==> config.mk <==
export PLATFORM = sky130hd
export DESIGN_NAME = hsv_to_rgb_brightness_limit
export DESIGN_NICKNAME = d
export VERILOG_FILES = /design/src/hw/rtl/hrbl_pkg.sv /design/src/hw/rtl/hsv_to_rgb_brightness_limit.sv /design/src/hw/rtl/hrbl_convert.sv /design/src/hw/rtl/hrbl_limit.sv
export SDC_FILE = /design/constraint.sdc
export NUM_CORES = 2
export LEC_CHECK = 0
export BUFFER_PORTS_ARGS = -buffer_cell sky130_fd_sc_hd__buf_2
export CORE_MARGIN = 1.5
export CORE_UTILIZATION = 50
export CTS_CLUSTER_DIAMETER = 100
export DETAILED_ROUTE_END_ITERATION = 10
export GPL_ROUTABILITY_DRIVEN = 1
export GPL_TIMING_DRIVEN = 0
export PLACE_DENSITY = 0.69
export REMOVE_ABC_BUFFERS = 1
export SYNTH_ARGS = -nofsm -noshare
export SYNTH_HDL_FRONTEND = slang
export SYNTH_SLANG_ARGS = --single-unit
==> constraint.sdc <==
create_clock -name clock -period 15.4 [get_ports clock]
set_input_delay 3.08 -clock clock [delete_from_list [all_inputs] [get_ports clock]]
set_output_delay 3.08 -clock clock [all_outputs]
set_load 0.005 [all_outputs]
==> src/hw/rtl/hrbl_pkg.sv <==
// ---------------------------------------------------------------------------
// hrbl_pkg
// types, constants and arithmetic helpers of the hsv to rgb limiter
// ---------------------------------------------------------------------------
package hrbl_pkg;

   localparam int unsigned CHAN_W    = 8;
   localparam int unsigned SUM_W     = 10;
   localparam int unsigned PCT_W     = 7;
   localparam int unsigned PROD_W    = CHAN_W + PCT_W;
   localparam int unsigned LATENCY   = 6;

   localparam logic [SUM_W-1:0] LOW_SUM   = 10'd250;
   localparam logic [SUM_W-1:0] MID_SUM   = 10'd550;
   localparam logic [PCT_W-1:0] FULL_PCT  = 7'd100;
   localparam logic [PCT_W-1:0] HIGH_BASE = 7'd50;
   localparam logic [6:0]       HUE_SIXTH = 7'd85;

   typedef struct packed {
      logic [CHAN_W-1:0] hue;
      logic [CHAN_W-1:0] saturation;
      logic [CHAN_W-1:0] brightness_value;
   } hrbl_req_type;

   typedef struct packed {
      logic [CHAN_W-1:0] red;
      logic [CHAN_W-1:0] green;
      logic [CHAN_W-1:0] blue;
   } hrbl_rsp_type;

   // floor(hue * 6 / 255), region 6 only for hue 255
   function automatic logic [2:0] hue_region(input logic [CHAN_W-1:0] hue);
      logic [10:0] x;
      logic [11:0] y;
      x = 11'(hue) * 11'd6;
      y = 12'(x) + 12'(x[10:8]) + 12'd1;
      return y[10:8];
   endfunction

   // limiter percentage from the channel sum
   function automatic logic [PCT_W-1:0] limit_pct(input logic [SUM_W-1:0] sum);
      logic [8:0]  d_low;
      logic [15:0] q_low;
      logic [7:0]  d_high;
      logic [10:0] y_high;
      logic [20:0] q_high;
      d_low  = 9'(sum - LOW_SUM);
      // d / 5 by reciprocal, exact for d up to 300
      q_low  = 16'(d_low) * 16'd205;
      d_high = 8'(sum - MID_SUM);
      // 30 d / 215 = 6 d / 43, reciprocal exact for 6 d up to 1290
      y_high = 11'(d_high) * 11'd6;
      q_high = 21'(y_high) * 21'd1525;
      if (sum < LOW_SUM) begin
         return FULL_PCT;
      end else if (sum <= MID_SUM) begin
         return FULL_PCT - PCT_W'(q_low[15:10]);
      end else begin
         return HIGH_BASE - PCT_W'(q_high[20:16]);
      end
   endfunction

   // floor(x / 100) by reciprocal, exact for x up to 25500
   function automatic logic [CHAN_W-1:0] div100(input logic [PROD_W-1:0] x);
      logic [27:0] m;
      m = 28'(x) * 28'd5243;
      return m[26:19];
   endfunction

endpackage

==> src/hw/rtl/hsv_to_rgb_brightness_limit.sv <==
// ---------------------------------------------------------------------------
// hsv_to_rgb_brightness_limit
// 8-bit hsv to rgb conversion followed by a brightness limiter
// ---------------------------------------------------------------------------
// Takes one colour per clock: an item is accepted whenever start is high,
// since busy is never raised. Each result appears on rsp_data with
// rsp_strobe high for one cycle, in order, after its item was accepted and
// has passed the six register stages of the datapath: three for the hsv
// conversion (region, partial products, channel levels) and three for the
// limiter (percentage, scaling, divide by 100).
// The receiver must take every result in the cycle it is shown; there is no
// backpressure. Reset clears only the stage valid bits.
module hsv_to_rgb_brightness_limit (
   input  logic                   clock,
   input  logic                   reset,
   input  logic                   start,
   output logic                   busy,
   input  hrbl_pkg::hrbl_req_type req_data,
   output logic                   rsp_strobe,
   output hrbl_pkg::hrbl_rsp_type rsp_data
);
   import hrbl_pkg::*;

   logic         conv_valid;
   hrbl_rsp_type conv_data;

   // pipeline never stalls
   assign busy = 1'b0;

   hrbl_convert u_convert (
      .clock     (clock),
      .reset     (reset),
      .in_valid  (start && !busy),
      .in_data   (req_data),
      .out_valid (conv_valid),
      .out_data  (conv_data)
   );

   hrbl_limit u_limit (
      .clock     (clock),
      .reset     (reset),
      .in_valid  (conv_valid),
      .in_data   (conv_data),
      .out_valid (rsp_strobe),
      .out_data  (rsp_data)
   );

endmodule

==> src/hw/rtl/hrbl_convert.sv <==
// ---------------------------------------------------------------------------
// hrbl_convert
// three-stage hsv to rgb conversion: region, partial products, channel levels
// ---------------------------------------------------------------------------
module hrbl_convert (
   input  logic                  clock,
   input  logic                  reset,
   input  logic                  in_valid,
   input  hrbl_pkg::hrbl_req_type in_data,
   output logic                  out_valid,
   output hrbl_pkg::hrbl_rsp_type out_data
);
   import hrbl_pkg::*;

   // stage 1 registers
   logic              v1_ff;
   logic [2:0]        region1_ff, region1_in;
   logic [7:0]        rem1_ff, rem1_in;
   logic [7:0]        sat1_ff, val1_ff;

   // stage 2 registers
   logic              v2_ff;
   logic [2:0]        region2_ff;
   logic [7:0]        val2_ff;
   logic              grey2_ff;
   logic [7:0]        p2_ff, sr2_ff, srn2_ff;
   logic [15:0]       p_prod, sr_prod, srn_prod;

   // stage 3 registers
   logic              v3_ff;
   hrbl_rsp_type      rgb3_ff, rgb3_in;
   logic [15:0]       q_prod, t_prod;
   logic [7:0]        q_lvl, t_lvl;

   logic [9:0]        rem_diff;
   logic [9:0]        rem_x3;

   // hue region and in-region remainder
   always_comb begin
      region1_in = hue_region(in_data.hue);
      rem_diff   = {1'b0, in_data.hue, 1'b0} - 10'(region1_in) * 10'(HUE_SIXTH);
      rem_x3     = rem_diff + {rem_diff[8:0], 1'b0};
      rem1_in    = rem_x3[7:0];
   end

   always_ff @(posedge clock) begin
      if (reset) begin
         v1_ff <= 1'b0;
      end else begin
         v1_ff <= in_valid;
      end
      region1_ff <= region1_in;
      rem1_ff    <= rem1_in;
      sat1_ff    <= in_data.saturation;
      val1_ff    <= in_data.brightness_value;
   end

   // p level and scaled saturation terms
   always_comb begin
      p_prod   = 16'(val1_ff) * 16'(8'd255 - sat1_ff);
      sr_prod  = 16'(sat1_ff) * 16'(rem1_ff);
      srn_prod = 16'(sat1_ff) * 16'(8'd255 - rem1_ff);
   end

   always_ff @(posedge clock) begin
      if (reset) begin
         v2_ff <= 1'b0;
      end else begin
         v2_ff <= v1_ff;
      end
      region2_ff <= region1_ff;
      val2_ff    <= val1_ff;
      grey2_ff   <= (sat1_ff == 8'd0);
      p2_ff      <= p_prod[15:8];
      sr2_ff     <= sr_prod[15:8];
      srn2_ff    <= srn_prod[15:8];
   end

   // q and t levels, then channel assignment per region
   always_comb begin
      q_prod = 16'(val2_ff) * 16'(8'd255 - sr2_ff);
      t_prod = 16'(val2_ff) * 16'(8'd255 - srn2_ff);
      q_lvl  = q_prod[15:8];
      t_lvl  = t_prod[15:8];
      if (grey2_ff) begin
         rgb3_in = '{red: val2_ff, green: val2_ff, blue: val2_ff};
      end else begin
         case (region2_ff)
            3'd1:    rgb3_in = '{red: q_lvl,   green: val2_ff, blue: p2_ff};
            3'd2:    rgb3_in = '{red: p2_ff,   green: val2_ff, blue: t_lvl};
            3'd3:    rgb3_in = '{red: p2_ff,   green: q_lvl,   blue: val2_ff};
            3'd4:    rgb3_in = '{red: t_lvl,   green: p2_ff,   blue: val2_ff};
            3'd5:    rgb3_in = '{red: val2_ff, green: p2_ff,   blue: q_lvl};
            default: rgb3_in = '{red: val2_ff, green: t_lvl,   blue: p2_ff};
         endcase
      end
   end

   always_ff @(posedge clock) begin
      if (reset) begin
         v3_ff <= 1'b0;
      end else begin
         v3_ff <= v2_ff;
      end
      rgb3_ff <= rgb3_in;
   end

   assign out_valid = v3_ff;
   assign out_data  = rgb3_ff;

endmodule

==> src/hw/rtl/hrbl_limit.sv <==
// ---------------------------------------------------------------------------
// hrbl_limit
// three-stage brightness limiter: percentage, scale, divide by 100
// ---------------------------------------------------------------------------
module hrbl_limit (
   input  logic                   clock,
   input  logic                   reset,
   input  logic                   in_valid,
   input  hrbl_pkg::hrbl_rsp_type in_data,
   output logic                   out_valid,
   output hrbl_pkg::hrbl_rsp_type out_data
);
   import hrbl_pkg::*;

   logic [SUM_W-1:0]  sum;
   logic              v4_ff, v5_ff, v6_ff;
   logic [PCT_W-1:0]  pct4_ff;
   hrbl_rsp_type      rgb4_ff;
   logic [PROD_W-1:0] pr5_ff, pg5_ff, pb5_ff;
   hrbl_rsp_type      rgb6_ff, rgb6_in;

   // channel sum and limiter percentage
   assign sum = SUM_W'(in_data.red) + SUM_W'(in_data.green) + SUM_W'(in_data.blue);

   always_ff @(posedge clock) begin
      if (reset) begin
         v4_ff <= 1'b0;
      end else begin
         v4_ff <= in_valid;
      end
      pct4_ff <= limit_pct(sum);
      rgb4_ff <= in_data;
   end

   // scale each channel by the percentage
   always_ff @(posedge clock) begin
      if (reset) begin
         v5_ff <= 1'b0;
      end else begin
         v5_ff <= v4_ff;
      end
      pr5_ff <= PROD_W'(rgb4_ff.red)   * PROD_W'(pct4_ff);
      pg5_ff <= PROD_W'(rgb4_ff.green) * PROD_W'(pct4_ff);
      pb5_ff <= PROD_W'(rgb4_ff.blue)  * PROD_W'(pct4_ff);
   end

   // divide by 100
   always_comb begin
      rgb6_in.red   = div100(pr5_ff);
      rgb6_in.green = div100(pg5_ff);
      rgb6_in.blue  = div100(pb5_ff);
   end

   always_ff @(posedge clock) begin
      if (reset) begin
         v6_ff <= 1'b0;
      end else begin
         v6_ff <= v5_ff;
      end
      rgb6_ff <= rgb6_in;
   end

   assign out_valid = v6_ff;
   assign out_data  = rgb6_ff;

endmodule

==> metrics.csv <==
metric,value,unit
post-CTS setup buffer count,0,
ys flop type,dfxtp_1,
PortBufs,51,
clock sink count,192,
Worst EP arrival,10.23,ns
Unique masters post-synth,80,
die footprint,0.0721,mm²
Seq cells post-synth,192,
H-tree depth,4,
Die X-Extent,269,µm
IO Count,53,
root buf cell,clkbuf_16,
synthesized-area fraction occupied by adder cells,54.7,%
Critical Path RT,15.78,ns
WHS,0.331,ns
initial core utilization,50.4,%
CP max stage delay,0.68,ns
post-CTS resize count,0,
Routed WL per cell,14.0,µm
crit path time final,9.85,ns
Mapped Avg Cell Area,9.43,µm²
largest net degree at the start of global routing,53,
multiplexer share of the synthesized area,0.412,%
CP endpoint kind,flip-flop,
Slew Limit Headroom,19.4,%
Synth Area in Compound Gates,7.61,%
fraction of final layout cells sized beyond drive strength 1,2.78,%
CTS Hold Bufs,0,
Vias/cell,5.06,
clock latency on the worst-skew pair,0.49,ns
Final nets,4987,
xor and xnor area share after synthesis,4.35,%
combinational family with the most area after synthesis,adder cells,
synth-to-layout area growth,4.94,%
initial antenna violation count,0,
CP Launch Type,flip-flop,
CP dominant cell by count,fa_1,
critical path type,flip-flop to flip-flop,
Tot GR Track Use,19.7,%
worst slew pin tran,1.21,ns
Sum Neg Setup Slack,0,ns
fmax,102,MHz
"Hold Vio Cnt, Final",0,
yosys warns,0,
first-pass GRT wire length,116000,µm
Routability Congestion,0.868,
RSZ-0062 raised after global routing,false,
antenna diode instance count,0,
Routed WL,65500,µm
Syn Inst Count,3740,
Critical-path top delay cell,fa_1,
final core occ,52.9,%
DR vias,23700,
TritonCTS clock tree,done,
global route overflow,0,
DRC viols,0,
DPL Wire Length,54700,µm
status,completed,
Die H,269,µm
Final ANT Viol Nets,0,
vias in the first global route,24900,
DP Cell Count,4654,
asr flop ratio synth,0,%
Hold Path Class,flip-flop to flip-flop,
max-capacitance violation count,0,
CTS buffer count,17,
Worst-path clk slew,0.08,ns
final cell count without fillers,4685,
DRT iter0 DRCs,916,
number of enable flip-flop cells after synthesis,0,
clk buf depth,2,
fin crit share,64.0,%
"area fraction in and, or, nand and nor cells after synthesis",12.0,%
core box area,0.0699,mm²
crit path max fanout,6,
"Setup violations, final",0,
Synth Cell Area,0.0353,mm²
"Seq/Total Area, Yosys",10.9,%
FP Rows,97,
detailed-router iteration count before antenna repair,7,
clk_skew,0.0151,ns
max-slew violation count,0,
-- metal layers --
metal / track usage [%] / wire, µm / vias to the layer above
met1: 26.1 / 30700 / 11600
met2: 34.1 / 31700 / 304
li1: - / - / 11800
met5: 0 / 0 / -
met4: 5.10 / 1200 / 0
met3: 2.32 / 1810 / 65
-- cells in the mapped netlist, types with 5 or more instances --
master / n / area (µm²)
xnor2_1: 117 / 1020
o21bai_1: 20 / 150
or2_2: 5 / 31.3
nand3b_1: 8 / 60.1
a211oi_1: 21 / 158
nand2b_1: 137 / 857
a21oi_1: 95 / 475
and3_1: 6 / 37.5
a31oi_1: 11 / 68.8
o31a_1: 10 / 87.6
nand4_1: 10 / 62.6
inv_1: 855 / 3210
a31o_2: 5 / 43.8
o21a_1: 29 / 218
nand2_1: 181 / 679
nor2_1: 137 / 514
a21o_1: 35 / 263
o31ai_1: 9 / 67.6
nor2b_1: 131 / 820
nand3_1: 16 / 80.1
a22o_1: 14 / 123
or3_1: 6 / 37.5
dfxtp_1: 192 / 3840
o41ai_1: 11 / 96.3
fa_1: 526 / 10500
xor2_1: 52 / 455
clkbuf_1: 75 / 282
and2_1: 119 / 744
o21ai_0: 73 / 365
nor3_1: 29 / 145
ha_1: 701 / 8770
mux2i_1: 10 / 100
-- metrics by stage --
step                area (µm²)  worst slack, ns
global placement         36400             5.65
detailed placement       36400             5.61
floorplan                35000             6.65
finish                   37000             5.55
CTS                      37000             5.58
global route             37000             5.03
-- sequential cells by signal, summed over array words and instances, names as in the netlist, 3 cells and up --
name	flops
u_limit.pg5_ff	15
u_convert.region2_ff	3
u_limit.pr5_ff	15
u_limit.rgb4_ff	24
u_limit.pct4_ff	7
u_limit.out_data	24
u_convert.val2_ff	8
u_convert.val1_ff	8
u_convert.out_data	24
u_limit.pb5_ff	15
u_convert.sat1_ff	8
u_convert.sr2_ff	8
u_convert.srn2_ff	8
u_convert.rem1_ff	7
u_convert.p2_ff	8
u_convert.region1_ff	3
-- critical path, delay by kind of cell (launching register included) --
kind            cells  cell delay, ns
compound gates      8            2.25
xor+xnor            4            1.18
simple gates        3            0.69
mux                 1            0.18
flops               1            0.40
buf+inv             5            0.47
fa+ha+maj          11            4.57
-- final timing paths --
check                          start                       to  slack [ns]  cells after the start
min          u_convert.region1_ff[2]  u_convert.region2_ff[2]        0.33                      0
min reg2reg  u_convert.region1_ff[2]  u_convert.region2_ff[2]        0.33                      0
max reg2reg    u_convert.out_data[9]       u_limit.pct4_ff[4]        5.55                     32
max            u_convert.out_data[9]       u_limit.pct4_ff[4]        5.55                     32
-- layout make-up --
cell class / count / area [µm²]
clock buffer: 17 / 425
inverter: 857 / 3220
sequential: 192 / 3840
clock inverter: 14 / 176
fill: 6403 / 32900
multi-input combinational: 2614 / 27900
timing repair buffer: 51 / 255
tap: 940 / 1180
-- logic make-up after synthesis --
family,after synthesis
AO/OA/AOI/OAI,396
XOR/XNOR,172
adder cells (fa/ha/maj),1227
buffers and inverters,934
flip-flops,192
multiplexers,13
other,1
AND/OR/NAND/NOR,805
-- placed cells by master, fill, tap and decap left out, types with 21 or more instances in the layout --
cell type / instances
a211oi_1: 21
a21o_1: 35
o21ai_0: 73
nand2b_1: 137
nor2_1: 137
xor2_1: 52
buf_2: 51
nor3_1: 29
dfxtp_1: 191
inv_1: 855
and2_1: 119
ha_1: 701
nor2b_1: 131
a21oi_1: 95
xnor2_1: 117
o21a_1: 29
nand2_1: 181
fa_1: 526
Power is not shown: default switching activity piles up to over one toggle a cycle in this logic, so the estimate is an artifact.
